### src/hdl/tegp_pkg.sv
package tegp_pkg;

    localparam int MAX_EDGES   = 16;
    localparam int TIME_W      = 16;
    localparam int IDX_W       = $clog2(MAX_EDGES);
    localparam int ACTION_W    = 2;
    localparam int SLOT_W      = 4;
    localparam int EDGE_CNT_W  = 5;
    localparam int CFG_IDX_W   = 1;
    localparam int CFG_DATA_W  = 16;

    localparam logic [TIME_W-1:0]     TOP_COUNT_RESET  = TIME_W'(180);
    localparam logic [EDGE_CNT_W-1:0] EDGE_COUNT_RESET = EDGE_CNT_W'(1);
    localparam logic [TIME_W-1:0]     TIME_MAX         = '1;

    typedef enum logic [ACTION_W-1:0] {
        ACT_TICK    = 2'd0,
        ACT_TRIGGER = 2'd1,
        ACT_LOAD    = 2'd2
    } action_t;

    typedef enum logic [CFG_IDX_W-1:0] {
        REG_TOP_COUNT  = 1'd0,
        REG_EDGE_COUNT = 1'd1
    } reg_index_t;

    typedef struct packed {
        logic [ACTION_W-1:0] action;
        logic [SLOT_W-1:0]   entry_index;
        logic [TIME_W-1:0]   entry_time;
    } item_t;

    typedef struct packed {
        logic [TIME_W-1:0]     top_count;
        logic [EDGE_CNT_W-1:0] edge_count;
    } cfg_t;

endpackage

### src/hdl/tegp_if.sv
interface tegp_item_if;
    logic                            valid;
    logic                            ready;
    logic [tegp_pkg::ACTION_W-1:0]   action;
    logic [tegp_pkg::SLOT_W-1:0]     entry_index;
    logic [tegp_pkg::TIME_W-1:0]     entry_time;

    modport source (output valid, action, entry_index, entry_time, input ready);
    modport sink   (input valid, action, entry_index, entry_time, output ready);
endinterface

interface tegp_result_if;
    logic valid;
    logic ready;
    logic pulse_level;
    logic blink_level;
    logic is_running;
    logic run_ended;

    modport source (output valid, pulse_level, blink_level, is_running, run_ended,
                    input ready);
    modport sink   (input valid, pulse_level, blink_level, is_running, run_ended,
                    output ready);
endinterface

### src/hdl/tegp_cfg_regs.sv
module tegp_cfg_regs (
    input  logic                           clk,
    input  logic                           rst_n,
    input  logic                           cfg_we,
    input  logic [tegp_pkg::CFG_IDX_W-1:0] cfg_index,
    input  logic [tegp_pkg::CFG_DATA_W-1:0] cfg_data,
    output tegp_pkg::cfg_t                 cfg
);
    import tegp_pkg::*;

    cfg_t cfg_reg;

    always_ff @(posedge clk or negedge rst_n)
    begin
        if (!rst_n)
        begin
            cfg_reg.top_count  <= TOP_COUNT_RESET;
            cfg_reg.edge_count <= EDGE_COUNT_RESET;
        end
        else if (cfg_we)
        begin
            case (reg_index_t'(cfg_index))
                REG_TOP_COUNT:  cfg_reg.top_count  <= TIME_W'(cfg_data);
                REG_EDGE_COUNT: cfg_reg.edge_count <= EDGE_CNT_W'(cfg_data);
                default: ;
            endcase
        end
    end

    assign cfg = cfg_reg;

endmodule

### src/hdl/tegp_in_reg.sv
module tegp_in_reg (
    input  logic            clk,
    input  logic            rst_n,
    tegp_item_if.sink       items,
    input  logic            pop,
    output logic            item_valid,
    output tegp_pkg::item_t item
);
    import tegp_pkg::*;

    logic  valid_reg;
    item_t item_reg;
    logic  load;

    // refill in the same cycle the held transaction moves on
    assign items.ready = !valid_reg || pop;
    assign load        = items.valid && items.ready;

    always_ff @(posedge clk or negedge rst_n)
    begin
        if (!rst_n)
        begin
            valid_reg <= 1'b0;
        end
        else if (load)
        begin
            valid_reg <= 1'b1;
        end
        else if (pop)
        begin
            valid_reg <= 1'b0;
        end
    end

    always_ff @(posedge clk)
    begin
        if (load)
        begin
            item_reg.action      <= items.action;
            item_reg.entry_index <= items.entry_index;
            item_reg.entry_time  <= items.entry_time;
        end
    end

    assign item_valid = valid_reg;
    assign item       = item_reg;

endmodule

### src/hdl/tegp_engine.sv
module tegp_engine (
    input  logic            clk,
    input  logic            rst_n,
    input  tegp_pkg::cfg_t  cfg,
    input  logic            item_valid,
    input  tegp_pkg::item_t item,
    output logic            pop,
    tegp_result_if.source   results
);
    import tegp_pkg::*;

    logic [TIME_W-1:0]     edge_times [MAX_EDGES];

    logic [TIME_W-1:0]     tick_count_reg, tick_count_next;
    logic [IDX_W-1:0]      edge_index_reg, edge_index_next;
    logic                  level_bit_reg, level_bit_next;
    logic                  flip_bit_reg, flip_bit_next;
    logic                  running_reg, running_next;
    logic                  pulse_out_reg, pulse_out_next;
    logic                  blink_out_reg, blink_out_next;
    logic                  ended_reg, ended_next;
    logic                  out_valid_reg;

    logic [EDGE_CNT_W-1:0] last_index;
    logic                  table_we;
    logic [TIME_W-1:0]     count_inc;

    assign pop = item_valid && (!out_valid_reg || results.ready);

    // highest usable table index, edge count clamped to 1..MAX_EDGES
    always_comb
    begin
        if (cfg.edge_count == '0)
        begin
            last_index = '0;
        end
        else if (32'(cfg.edge_count) > MAX_EDGES)
        begin
            last_index = EDGE_CNT_W'(MAX_EDGES - 1);
        end
        else
        begin
            last_index = cfg.edge_count - EDGE_CNT_W'(1);
        end
    end

    assign count_inc = (tick_count_reg == TIME_MAX) ? tick_count_reg
                                                    : tick_count_reg + TIME_W'(1);

    assign table_we = pop && (action_t'(item.action) == ACT_LOAD) && !running_reg
                      && (32'(item.entry_index) < MAX_EDGES);

    always_comb
    begin
        tick_count_next = tick_count_reg;
        edge_index_next = edge_index_reg;
        level_bit_next  = level_bit_reg;
        flip_bit_next   = flip_bit_reg;
        running_next    = running_reg;
        pulse_out_next  = pulse_out_reg;
        blink_out_next  = blink_out_reg;
        ended_next      = 1'b0;

        case (action_t'(item.action))
            ACT_TICK:
            begin
                if (running_reg)
                begin
                    blink_out_next  = flip_bit_reg;
                    flip_bit_next   = !flip_bit_reg;
                    tick_count_next = count_inc;
                    if (count_inc >= edge_times[edge_index_reg])
                    begin
                        pulse_out_next = level_bit_reg;
                        if (EDGE_CNT_W'(edge_index_reg) < last_index)
                        begin
                            edge_index_next = edge_index_reg + IDX_W'(1);
                            level_bit_next  = !level_bit_reg;
                        end
                    end
                    if (count_inc > cfg.top_count)
                    begin
                        // counter restarts at one, not zero; flip bit carries over
                        running_next    = 1'b0;
                        tick_count_next = TIME_W'(1);
                        edge_index_next = '0;
                        level_bit_next  = 1'b0;
                        pulse_out_next  = 1'b0;
                        blink_out_next  = 1'b0;
                        ended_next      = 1'b1;
                    end
                end
            end
            ACT_TRIGGER:
            begin
                pulse_out_next = 1'b0;
                if (!running_reg)
                begin
                    blink_out_next = 1'b1;
                    running_next   = 1'b1;
                end
            end
            default: ;
        endcase
    end

    always_ff @(posedge clk or negedge rst_n)
    begin
        if (!rst_n)
        begin
            tick_count_reg <= '0;
            edge_index_reg <= '0;
            level_bit_reg  <= 1'b0;
            flip_bit_reg   <= 1'b0;
            running_reg    <= 1'b0;
            pulse_out_reg  <= 1'b0;
            blink_out_reg  <= 1'b0;
            ended_reg      <= 1'b0;
            out_valid_reg  <= 1'b0;
        end
        else
        begin
            if (pop)
            begin
                tick_count_reg <= tick_count_next;
                edge_index_reg <= edge_index_next;
                level_bit_reg  <= level_bit_next;
                flip_bit_reg   <= flip_bit_next;
                running_reg    <= running_next;
                pulse_out_reg  <= pulse_out_next;
                blink_out_reg  <= blink_out_next;
                ended_reg      <= ended_next;
                out_valid_reg  <= 1'b1;
            end
            else if (results.ready)
            begin
                out_valid_reg <= 1'b0;
            end
        end
    end

    always_ff @(posedge clk)
    begin
        if (table_we)
        begin
            edge_times[IDX_W'(item.entry_index)] <= item.entry_time;
        end
    end

    assign results.valid       = out_valid_reg;
    assign results.pulse_level = pulse_out_reg;
    assign results.blink_level = blink_out_reg;
    assign results.is_running  = running_reg;
    assign results.run_ended   = ended_reg;

endmodule

### src/hdl/triggered_edge_list_pulse_generator.sv
// Triggered edge-list pulse generator. Every input transaction (tick, trigger or table
// load) yields exactly one result transaction carrying the pulse and blink levels, the
// running flag and a run-ended flag. One transaction is taken per clock unless results
// back-pressure stalls: it is held in an input register, evaluated against the run state
// in a single step and lands in the result register, and the next input can follow
// immediately. The edge time table is flop-based with no reset; load every entry a run
// will reach before triggering. The user must write configuration (top count, edge count)
// through cfg_we/cfg_index/cfg_data while the block is quiescent; it does not enforce it.
module triggered_edge_list_pulse_generator (
    input  logic                            clk,
    input  logic                            rst_n,
    tegp_item_if.sink                       items,
    tegp_result_if.source                   results,
    input  logic                            cfg_we,
    input  logic [tegp_pkg::CFG_IDX_W-1:0]  cfg_index,
    input  logic [tegp_pkg::CFG_DATA_W-1:0] cfg_data
);
    import tegp_pkg::*;

    cfg_t  cfg;
    item_t item;
    logic  item_valid;
    logic  pop;

    tegp_cfg_regs u_cfg_regs (
        .clk       (clk),
        .rst_n     (rst_n),
        .cfg_we    (cfg_we),
        .cfg_index (cfg_index),
        .cfg_data  (cfg_data),
        .cfg       (cfg)
    );

    tegp_in_reg u_in_reg (
        .clk        (clk),
        .rst_n      (rst_n),
        .items      (items),
        .pop        (pop),
        .item_valid (item_valid),
        .item       (item)
    );

    tegp_engine u_engine (
        .clk        (clk),
        .rst_n      (rst_n),
        .cfg        (cfg),
        .item_valid (item_valid),
        .item       (item),
        .pop        (pop),
        .results    (results)
    );

endmodule
### src/flat_wrapper.sv
// flat-port wrapper written by rule: the top's interface ports become plain ports
module triggered_edge_list_pulse_generator_flat import tegp_pkg::*;
  (clk, rst_n, cfg_we, cfg_index, cfg_data, items_valid, items_action, items_entry_index, items_entry_time, items_ready, results_valid, results_pulse_level, results_blink_level, results_is_running, results_run_ended, results_ready);
  tegp_item_if items_i ();
  tegp_result_if results_i ();
  input  logic clk;
  input  logic rst_n;
  input  logic cfg_we;
  input  logic [tegp_pkg::CFG_IDX_W-1:0] cfg_index;
  input  logic [tegp_pkg::CFG_DATA_W-1:0] cfg_data;
  input wire logic [$bits(items_i.valid)-1:0] items_valid;
  input wire logic [$bits(items_i.action)-1:0] items_action;
  input wire logic [$bits(items_i.entry_index)-1:0] items_entry_index;
  input wire logic [$bits(items_i.entry_time)-1:0] items_entry_time;
  output wire logic [$bits(items_i.ready)-1:0] items_ready;
  output wire logic [$bits(results_i.valid)-1:0] results_valid;
  output wire logic [$bits(results_i.pulse_level)-1:0] results_pulse_level;
  output wire logic [$bits(results_i.blink_level)-1:0] results_blink_level;
  output wire logic [$bits(results_i.is_running)-1:0] results_is_running;
  output wire logic [$bits(results_i.run_ended)-1:0] results_run_ended;
  input wire logic [$bits(results_i.ready)-1:0] results_ready;
  assign items_i.valid = items_valid;
  assign items_i.action = items_action;
  assign items_i.entry_index = items_entry_index;
  assign items_i.entry_time = items_entry_time;
  assign items_ready = items_i.ready;
  assign results_valid = results_i.valid;
  assign results_pulse_level = results_i.pulse_level;
  assign results_blink_level = results_i.blink_level;
  assign results_is_running = results_i.is_running;
  assign results_run_ended = results_i.run_ended;
  assign results_i.ready = results_ready;
  triggered_edge_list_pulse_generator u_core (.clk(clk), .rst_n(rst_n), .items(items_i), .results(results_i), .cfg_we(cfg_we), .cfg_index(cfg_index), .cfg_data(cfg_data));
endmodule
### config.mk
export PLATFORM = sky130hd
export DESIGN_NAME = triggered_edge_list_pulse_generator_flat
export DESIGN_NICKNAME = d
export VERILOG_FILES = /design/src/hdl/tegp_pkg.sv /design/src/hdl/tegp_if.sv /design/src/hdl/tegp_cfg_regs.sv /design/src/hdl/tegp_in_reg.sv /design/src/hdl/tegp_engine.sv /design/src/hdl/triggered_edge_list_pulse_generator.sv /design/src/flat_wrapper.sv
export SDC_FILE = /design/constraint.sdc
export NUM_CORES = 1
export LEC_CHECK = 0
export BUFFER_PORTS_ARGS = -buffer_cell sky130_fd_sc_hd__buf_2
export CORE_MARGIN = 4
export CORE_UTILIZATION = 62
export DETAILED_ROUTE_END_ITERATION = 12
export GPL_ROUTABILITY_DRIVEN = 0
export PLACE_DENSITY = 0.78
export SLEW_MARGIN = 20
export SYNTH_ARGS = -nofsm -noshare
export SYNTH_HDL_FRONTEND = slang
export SYNTH_HIERARCHICAL = 1
export SYNTH_SLANG_ARGS = --single-unit
### constraint.sdc
create_clock -name clk -period 5.55 [get_ports clk]
set_input_delay 0.2775 -clock clk [delete_from_list [all_inputs] [get_ports clk]]
set_output_delay 0.2775 -clock clk [all_outputs]
set_load 0.005 [all_outputs]
==> flow_summary.json, run 1 <==
{
  "ys_types": 67,
  "cpPeakStageDelay_ns": 0.71,
  "combPwrFrac_pct": 6.9,
  "path_cells": "buf_12, mux2i_1, a221oi_1, nor2_1, nor2_1, a221oi_1, ha_1, a2111o_1, or4_1, a21oi_1, a211oi_1, o41ai_1, o21ai_0, o21ai_0",
  "wl_per_cell_um": 24.3,
  "vias": 8397,
  "fin_tns_setup_ns": 0,
  "num_rows": 55,
  "grt_use_met1_pct": 35.0,
  "max_cap_viol_count": 0,
  "ant_nets": 0,
  "peakVddDrop_v": 0.000293,
  "totalWireLength_mm": 31.7,
  "p_switching_mw": 1.18,
  "drive_above_1_share_pct": 21.1,
  "synth.yosys.seq_area_share_pct": 67.7,
  "grt_pass1_wl_mm": 49.1,
  "dieHeight_um": 159,
  "numCtsBuffers": 34,
  "utilization_pct": 71.6,
  "pwr_density_cell_mw_per_mm2": 322,
  "multi_input_area_mm2": 0.00438,
  "top_usage_layer": "met2",
  "cp-start-kind": "flop",
  "power.share.clock_pct": 38.8,
  "syn_avg_cell_area_um2": 15.8,
  "arrival_ns": 4.99,
  "fmax_mhz": 219,
  "grtUsageTotal_pct": 25.2,
  "synthFlopType": "edfxtp_1",
  "grt_remaining_overflow": 0,
  "drcViolationCount": 0,
  "grt_pass1_vias": 8325,
  "path_class": "reg -> reg",
  "endpoint_kind": "flop",
  "synth-edff-count": 278,
  "fin_nets": 1083,
  "coreArea_mm2": 0.0226,
  "rsz0062_at_grt": "false",
  "crit_buf_inv": 1,
  "met3_usage_pct": 4.84,
  "slew_headroom_pct": 26.6,
  "clkSinkCount": 327,
  "final.min_clock_period_ns": 4.56,
  "start_util_pct": 62.7,
  "cts_buffer_depth": 3,
  "sw_frac_of_total_pct": 22.7,
  "fillerInstances": 1411,
  "dieArea_mm2": 0.0253,
  "synth.yosys.warnings": 6,
  "area_delta_synth_final_pct": 14.2,
  "cts_root_buf": "clkbuf_16",
  "min_path_type": "in -> reg",
  "dpl.hpwl_mm": 19.7,
  "synth-async-reset-ratio_pct": 15.0,
  "drt-initial-drc-count": 763,
  "fin_crit_sh_pct": 82.2,
  "tritoncts": "done",
  "grt_max_degree": 60,
  "grt_util_met2_pct": 40.9,
  "syn_nets": 979,
  "synth-seq-cells": 327,
  "ios": 50,
  "clkSlewWorstSetupHoldPaths_ns": 0.06,
  "worstSkewPairLatency_ns": 0.52,
  "leakage_nw": 5.63,
  "finalSetupViolations": 0,
  "finalClockSkew_ns": 0.0190,
  "p_int_mw": 4.02,
  "largest_reg_flops": 256,
  "syn_area_mm2": 0.0142,
  "viasPerCell": 6.42,
  "slowest_stage": "dfrtp_4",
  "cp_max_fo": 59,
  "cp.required_ns": 5.97,
  "portBuffers": 49,
  "worst_pin_slew_ns": 1.10,
  "htreeDepth": 2,
  "ctsResizeCount": 0,
  "first_pass_iters": 6,
  "pwr-share-seq_pct": 54.3,
  "die_w_um": 159,
  "status": "finished, final reports clean",
  "finalHoldViolations": 0,
  "maxSlewViolCount": 0,
  "n_antenna_cell": 0,
  "critPathTopFamily": "compound AO/OA/AOI/OAI gates",
  "netlist_instances": 898,
  "antenna_found_initial": 0,
  "seq_area_mm2": 0.00958
}
## layout by cell type, fill, tap and decap left out, drive strengths merged, types with 14 or more instances in the layout
master	count
o21ai	38
buf	72
mux2	21
nand2	50
a221oi	46
nor2	69
inv	26
mux4	32
a21oi	14
mux2i	67
dlygate4sd3	33
dfrtp	44
nor3	14
ha	37
edfxtp	278
clkinv	15
clkbuf	41
## metal layers
metal	part of all wire, %	up-vias	wire length (um)
met5	0	-	0
met4	3.1	0	992
met3	8.8	75	2780
met2	49	427	15600
met1	39	4151	12400
li1	-	3744	-
## layout make-up
class,count,area share (%)
clock buffers,41,5.42
clock inverters,15,0.596
flip-flops and latches,327,59.3
multi-input cells,508,27.1
well taps,285,2.21
inverters,26,0.604
repair buffers,105,4.78
## kinds of logic (layout without fill, tap and decap cells)
family	after synthesis	in the layout	share of synthesized area [%]
AOI/OAI and AO/OA	137	137	7.20
muxes	120	120	11.8
adders and majority gates	40	40	3.49
xor gates and xnor gates	15	15	0.928
buffers and inverters	63	187	1.93
DFF	327	327	67.7
and+or+nand+nor	196	196	6.99
## synthesized netlist by cell type, types with 7 or more instances
cell | instances | share of area [%]
xnor2_1 | 7 | 0.43
clkbuf_1 | 24 | 0.64
nand2b_1 | 10 | 0.44
nand4_1 | 10 | 0.44
a221oi_1 | 46 | 2.8
o21ai_2 | 10 | 0.62
o21ai_0 | 26 | 0.92
a21oi_1 | 13 | 0.46
mux2i_1 | 67 | 4.7
mux2_2 | 11 | 0.88
nand2_1 | 50 | 1.3
mux4_2 | 32 | 5.1
edfxtp_1 | 278 | 59
nand3_1 | 10 | 0.35
nor3_1 | 12 | 0.42
nor2_1 | 68 | 1.8
dfrtp_1 | 44 | 7.8
xor2_1 | 8 | 0.50
ha_1 | 37 | 3.3
inv_1 | 24 | 0.64
mux2_4 | 10 | 1.1
a21o_1 | 8 | 0.42
## repair_timing
action                     CTS  global route
buffers inserted             0             0
setup endpoints to repair    0             0
hold buffers                33             0
hold endpoints to repair    76             0
## worst paths after layout
check,start,endpoint,slack (ns),cells after the start
setup / recovery,u_core/u_engine/edge_index_reg[0]$_DFFE_PN0P_,u_core/u_engine/edge_index_reg[0]$_DFFE_PN0P_,0.99,14
min in group asynchronous,rst_n,u_core/u_cfg_regs/cfg[2]$_DFFE_PN0P_,0.43,3
setup reg to reg,u_core/u_engine/edge_index_reg[0]$_DFFE_PN0P_,u_core/u_engine/edge_index_reg[0]$_DFFE_PN0P_,0.99,14
hold reg to reg,u_core/u_engine/flip_bit_reg$_DFFE_PN0P_,u_core/u_engine/flip_bit_reg$_DFFE_PN0P_,0.46,1
max in group asynchronous,rst_n,u_core/u_engine/edge_index_reg[0]$_DFFE_PN0P_,4.63,3
hold / removal,cfg_data[12],u_core/u_cfg_regs/cfg[17]$_DFFE_PN0P_,0.01,2
## stage by stage
stage / area (um^2) / hold WS, ns / cells / power [mW] / worst slack (ns)
final: 16200 / 0.0106 / 1307 / 5.20 / 0.988
after global routing: 16200 / 0.00750 / 1307 / 5.41 / 0.716
after CTS: 16200 / 0.000818 / 1307 / 5.23 / 1.03
after detailed placement: 14900 / 0.427 / 1218 / 3.21 / 1.03
after global placement: 14800 / 0.428 / 1218 / 3.19 / 1.09
after floorplan: 14200 / -0.0181 / 898 / 3.08 / 1.57
## power by group through the flow
stage               combinational [mW]  clock (mW)  sequential, mW
floorplan                        0.247           0            2.83
global placement                 0.321           0            2.87
detailed placement               0.334           0            2.87
CTS                              0.355        2.05            2.82
global route                     0.398        2.17            2.83
finish                           0.359        2.02            2.82
(Power assumes the default switching activity.)
==> run 2: changes to the inputs <==
- CORE_UTILIZATION: 62 -> 56
- PLACE_DENSITY: 0.78 -> 0.74
- clock period: 5.55 -> 3.98 ns (I/O delays scaled with it)
==> flow_summary.json, run 2 (synthesized netlist as in run 1, its figures left out) <==
{
  "most-common-layout-cells": "278 x edfxtp_1, 81 x buf_4, 66 x mux2i_1, 63 x nor2_1",
  "grt_pass1_vias": 8603,
  "numCtsBuffers": 31,
  "min_path_type": "in -> reg",
  "grt_pass1_wl_mm": 50.4,
  "finalHoldViolations": 0,
  "cpPeakStageDelay_ns": 0.56,
  "r2r-start": "u_core/u_engine/tick_count_reg[1]$_DFFE_PN0P_",
  "ant_nets": 0,
  "die_w_um": 167,
  "critPathTopFamily": "simple AND/OR/NAND/NOR gates",
  "pwr_density_cell_mw_per_mm2": 437,
  "grtUsageTotal_pct": 23.3,
  "dieHeight_um": 167,
  "ios": 50,
  "leakage_nw": 6.09,
  "viasPerCell": 6.08,
  "cts_root_buf": "clkbuf_16",
  "start_util_pct": 57.5,
  "finalSetupViolations": 0,
  "clkSinkCount": 327,
  "worst_slack_ns": 0.121,
  "finalClockSkew_ns": 0.0118,
  "totalWireLength_mm": 32.8,
  "drcViolationCount": 0,
  "path_class": "reg -> reg",
  "peakVddDrop_v": 0.000410,
  "cp.required_ns": 4.46,
  "num_rows": 57,
  "drt-initial-drc-count": 868,
  "worst_pin_slew_ns": 0.864,
  "rsz0062_at_grt": "true",
  "wl_per_cell_um": 23.1,
  "cts_buffer_depth": 3,
  "power.total_mw": 7.44,
  "fmax_mhz": 259,
  "cp-start-kind": "flop",
  "grt_max_degree": 39,
  "htreeDepth": 1,
  "drive_above_1_share_pct": 28.1,
  "place_ws_ns": -0.168,
  "min_from": "cfg_index",
  "status": "finished, final reports clean",
  "crit_buf_inv": 2,
  "slew_headroom_pct": 42.2,
  "tritoncts": "done",
  "holdWs_ns": 0.112,
  "fin_nets": 1154,
  "endpoint_kind": "flop",
  "n_antenna_cell": 0,
  "arrival_ns": 4.34,
  "portBuffers": 49,
  "dieArea_mm2": 0.0279,
  "antenna_found_initial": 0,
  "maxSlewViolCount": 0,
  "slowest_stage": "or4_1",
  "first_pass_iters": 5,
  "fin_crit_sh_pct": 97.0,
  "cp-startpoint": "u_core/u_engine/tick_count_reg[1]$_DFFE_PN0P_",
  "final.min_clock_period_ns": 3.86,
  "dpl.hpwl_mm": 19.8,
  "path_cells": "ha_4, inv_1, or4_1, nor3b_1, or2_2, ha_1, a211oi_2, nor2_1, or4_4, a21oi_2, a211oi_4, buf_4, a211oi_4, o21ai_0, o21ai_0",
  "final_common_cell": "edfxtp_1",
  "cp_max_fo": 4,
  "clkSlewWorstSetupHoldPaths_ns": 0.07,
  "max_cap_viol_count": 0,
  "worstSkewPairLatency_ns": 0.57,
  "coreArea_mm2": 0.0246,
  "area_delta_synth_final_pct": 20.4,
  "largest_reg_flops": 256,
  "vias": 8637,
  "grt_remaining_overflow": 0
}
-- run 2: worst reg2reg max path: stages, from the launching register on --
cell and delay [ns]:
dfrtp_1 0.41, ha_4 0.17, inv_1 0.08, or4_1 0.56, nor3b_1 0.17, or2_2 0.29, ha_1 0.33, a211oi_2 0.24
nor2_1 0.07, or4_4 0.53, a21oi_2 0.22, a211oi_4 0.07, buf_4 0.19, a211oi_4 0.23, o21ai_0 0.11, o21ai_0 0.10
-- run 2: metal layers --
layer  share of wire [%]  global-route usage [%]
met3                 8.5                    4.22
met4                 2.5                    6.26
met5                   0                       0
met1                  40                    33.0
met2                  49                    38.0
-- run 2: repair_timing --
action,4_1_cts,5_1_grt
hold buffers,41,0
endpoints found under the hold margin,67,0
resized for setup,9,30
setup endpoints to repair,5,24
gates cloned,0,1
setup buffers,6,2
pin swaps,0,6
-- run 2: final timing paths --
path,endpoint,slack [ns],cells past startpoint
max,u_core/u_engine/level_bit_reg$_DFFE_PN0P_,0.12,15
min,u_core/u_cfg_regs/cfg[9]$_DFFE_PN1P_,0.11,3
max reg2reg,u_core/u_engine/level_bit_reg$_DFFE_PN0P_,0.12,15
min reg2reg,u_core/u_engine/results.run_ended$_DFFE_PN0P_,0.49,1
max in group asynchronous,u_core/u_cfg_regs/cfg[12]$_DFFE_PN1P_,2.96,3
min in group asynchronous,u_core/u_engine/results.valid$_DFFE_PN0P_,0.19,2
-- run 2: where the power goes --
| group | switching (mW) | internal (mW) | total [mW] |
|---|---|---|---|
| registers | 0.101 | 3.82 | 3.92 |
| clock network | 1.22 | 1.70 | 2.92 |
| logic | 0.323 | 0.277 | 0.600 |
-- run 2: layout make-up --
| cell class | count | area [um^2] |
|---|---|---|
| clock buffer | 38 | 802 |
| sequential | 327 | 9590 |
| tap | 324 | 405 |
| fill | 1584 | 7570 |
| multi-input combinational | 508 | 4520 |
| timing repair buffer | 179 | 1410 |
| inverter | 26 | 101 |
| clock inverter | 18 | 208 |
-- run 2: metrics by stage --
step	setup TNS, ns	cell area, um^2	std cells	utilization [%]
after CTS	0	16900	1417	68.5
after global routing	-0.110	17000	1420	69.2
after global placement	-0.0692	15300	1314	62.3
final	0	17000	1420	69.2
after floorplan	0	14200	898	-
after detailed placement	-0.481	15300	1314	62.3
==> run 3: changes to the inputs <==
- ABC_AREA: unset -> 1
==> flow_summary.json, run 3 <==
{
  "cp.required_ns": 4.42,
  "min_from": "cfg_index",
  "syn_avg_cell_area_um2": 11.4,
  "wl_per_cell_um": 21.3,
  "grt_pass1_wl_mm": 56.1,
  "cp_max_fo": 10,
  "synth-seq-cells": 327,
  "clkSlewWorstSetupHoldPaths_ns": 0.06,
  "peakVddDrop_v": 0.000433,
  "largest_reg_flops": 256,
  "first_pass_iters": 7,
  "hold-path-cell-count": 3,
  "cp-startpoint": "u_core/u_engine/tick_count_reg[0]$_DFFE_PN0P_",
  "finalHoldViolations": 0,
  "cp-start-kind": "flop",
  "vias": 10054,
  "path_cells": "ha_1, nand2_1, nor2_1, nand2_2, nor2_1, inv_1, nor2_1, nor2_1, inv_1, nor2_1, nand2_1, xnor2_1, ha_1, nand2_1, nor2_1, nand2_1, o211ai_1, nand2_1, nand3_1, o2111ai_2, nor2_1, nand2_1, nand2_1",
  "synth_area_leaders": "edfxtp_1 59%, dfrtp_1 7.8%, nand2_1 6.5%",
  "fin_nets": 1432,
  "synth.yosys.seq_area_share_pct": 67.8,
  "tritoncts": "done",
  "drt-initial-drc-count": 1129,
  "dpl_cell_area_mm2": 0.0149,
  "final_common_cell": "edfxtp_1",
  "dpl.hpwl_mm": 21.8,
  "min_path_type": "in -> reg",
  "syn_area_mm2": 0.0141,
  "final.min_clock_period_ns": 3.53,
  "grt_max_degree": 55,
  "ios": 50,
  "holdWs_ns": 0.0316,
  "worst_pin_slew_ns": 0.778,
  "start_util_pct": 57.6,
  "drive_above_1_share_pct": 13.7,
  "min_to": "u_core/u_cfg_regs/cfg[0]$_DFFE_PN1P_",
  "coreArea_mm2": 0.0245,
  "synth-edff-count": 278,
  "maxSlewViolCount": 0,
  "synth.top_cells.by_count": "278 x edfxtp_1, 243 x nand2_1, 127 x nor2_1, 93 x o21ai_0, 87 x inv_1",
  "grt_pass1_vias": 9921,
  "reg2reg_depth": 23,
  "synth_top_area_share_pct": 59.1,
  "netlist_instances": 1238,
  "drcViolationCount": 0,
  "status": "finished, final reports clean",
  "regToRegEndpoint": "u_core/u_engine/edge_index_reg[3]$_DFFE_PN0P_",
  "fin_crit_sh_pct": 88.8,
  "postLayoutCellArea_mm2": 0.0164,
  "synth-async-reset-ratio_pct": 15.0,
  "arrival_ns": 3.98,
  "cpPeakStageDelay_ns": 0.43,
  "syn_nets": 1319,
  "n_antenna_cell": 0,
  "viasPerCell": 5.92,
  "yosysMostFrequentCell": "edfxtp_1",
  "most-common-layout-cells": "278 x edfxtp_1, 243 x nand2_1, 111 x nor2_1, 93 x o21ai_0, 86 x inv_1",
  "max_cap_viol_count": 0,
  "grt_remaining_overflow": 0,
  "area_delta_synth_final_pct": 16.1,
  "r2r-start": "u_core/u_engine/tick_count_reg[0]$_DFFE_PN0P_",
  "pwr_density_cell_mw_per_mm2": 552,
  "portBuffers": 49,
  "endpoint_kind": "flop",
  "rrSetupSlack_ns": 0.45,
  "rsz0062_at_grt": "false",
  "synthFlopType": "edfxtp_1",
  "yosysTopAreaCell": "edfxtp_1",
  "leakage_nw": 6.37,
  "fmax_mhz": 283,
  "grtUsageTotal_pct": 25.8,
  "die_w_um": 167,
  "finalClockSkew_ns": 0.0176,
  "numCtsBuffers": 34,
  "synth.yosys.warnings": 6,
  "path_class": "reg -> reg",
  "slew_headroom_pct": 48.1,
  "cts_root_buf": "clkbuf_16",
  "num_rows": 57,
  "fin_tns_setup_ns": 0,
  "totalWireLength_mm": 36.2,
  "utilization_pct": 66.9,
  "slowest_stage": "dfrtp_1",
  "ys_types": 44,
  "ant_nets": 0,
  "antenna_found_initial": 0,
  "htreeDepth": 2,
  "clkSinkCount": 327,
  "cts_buffer_depth": 3,
  "dieHeight_um": 167,
  "dieArea_mm2": 0.0278,
  "finalSetupViolations": 0,
  "worstSkewPairLatency_ns": 0.51
}
## run 3: changes by cell type after synthesis, sizes merged, moves of 30 or more
cell,change
nand3,+77
nand2,+204
o21ai,+64
mux4,-32
mux2i,-67
a21oi,+43
inv,+67
nor2,+61
a221oi,-30
## run 3: where the power goes
part           internal [mW]  total (mW)  switching (mW)
combinational          0.651        1.95            1.30
sequential              3.90        4.10           0.209
clock                   1.74        3.00            1.26
## run 3: area by class of cell
| type | count | area [um^2] |
|---|---|---|
| fill | 1746 | 8130 |
| tap | 324 | 405 |
| multi-input combinational | 766 | 4020 |
| inverter | 92 | 347 |
| timing repair buffer | 130 | 1010 |
| clock inverter | 15 | 129 |
| sequential | 327 | 9580 |
| clock buffer | 43 | 906 |
## run 3: timing repair
action                                  in CTS  in global routing
setup buffers                                0                  0
gates resized for setup                      0                  2
hold buffers                                41                  0
endpoints found under the hold margin       86                  0
endpoints found under the setup margin       0                  7
## run 3: kinds of logic after synthesis
family / after synthesis / share of synthesized area [%]
AOI/OAI and AO/OA: 218 / 8.97
xor gates and xnor gates: 11 / 0.682
adders and majority gates: 37 / 3.28
buffers and inverters: 145 / 4.05
DFF: 327 / 67.8
and+or+nand+nor: 500 / 15.2
## run 3: worst max path at each step
stage                                                    endpoint  slack (ns)  cells past startpoint
detailed placement      u_core/u_engine/level_bit_reg$_DFFE_PN0P_        0.26                     21
floorplan           u_core/u_engine/edge_index_reg[1]$_DFFE_PN0P_        0.97                     19
finish              u_core/u_engine/edge_index_reg[3]$_DFFE_PN0P_        0.45                     23
global route        u_core/u_engine/edge_index_reg[1]$_DFFE_PN0P_         0.1                     22
CTS                 u_core/u_engine/edge_index_reg[1]$_DFFE_PN0P_        0.26                     21
global placement        u_core/u_engine/level_bit_reg$_DFFE_PN0P_        0.43                     21
## run 3: worst max-delay path: cells and delay by family, from the launching register on
family | cells | cell delay [ns]
simple gates | 16 | 1.83
buf+inv | 2 | 0.14
compound gates | 2 | 0.39
xor+xnor | 1 | 0.13
fa+ha+maj | 2 | 0.56
flops | 1 | 0.43
## run 3: per-stage QoR
| stage | total power, mW | setup WS, ns | std cells |
|---|---|---|---|
| 3_3_place_gp | 5.98 | 0.427 | 1598 |
| 4_1_cts | 9.05 | 0.256 | 1697 |
| 3_5_place_dp | 6.04 | 0.255 | 1598 |
| 2_1_floorplan | 5.42 | 0.967 | 1238 |
| 5_1_grt | 9.49 | 0.0986 | 1697 |
| 6_report | 9.06 | 0.446 | 1697 |
## run 3: routing by layer
layer	vias up	track usage, %	part of all wire, %
met3	83	4.34	9.6
met5	-	0	0
met4	0	8.18	3.1
met1	4834	36.3	39
met2	534	41.9	48
li1	4603	-	-
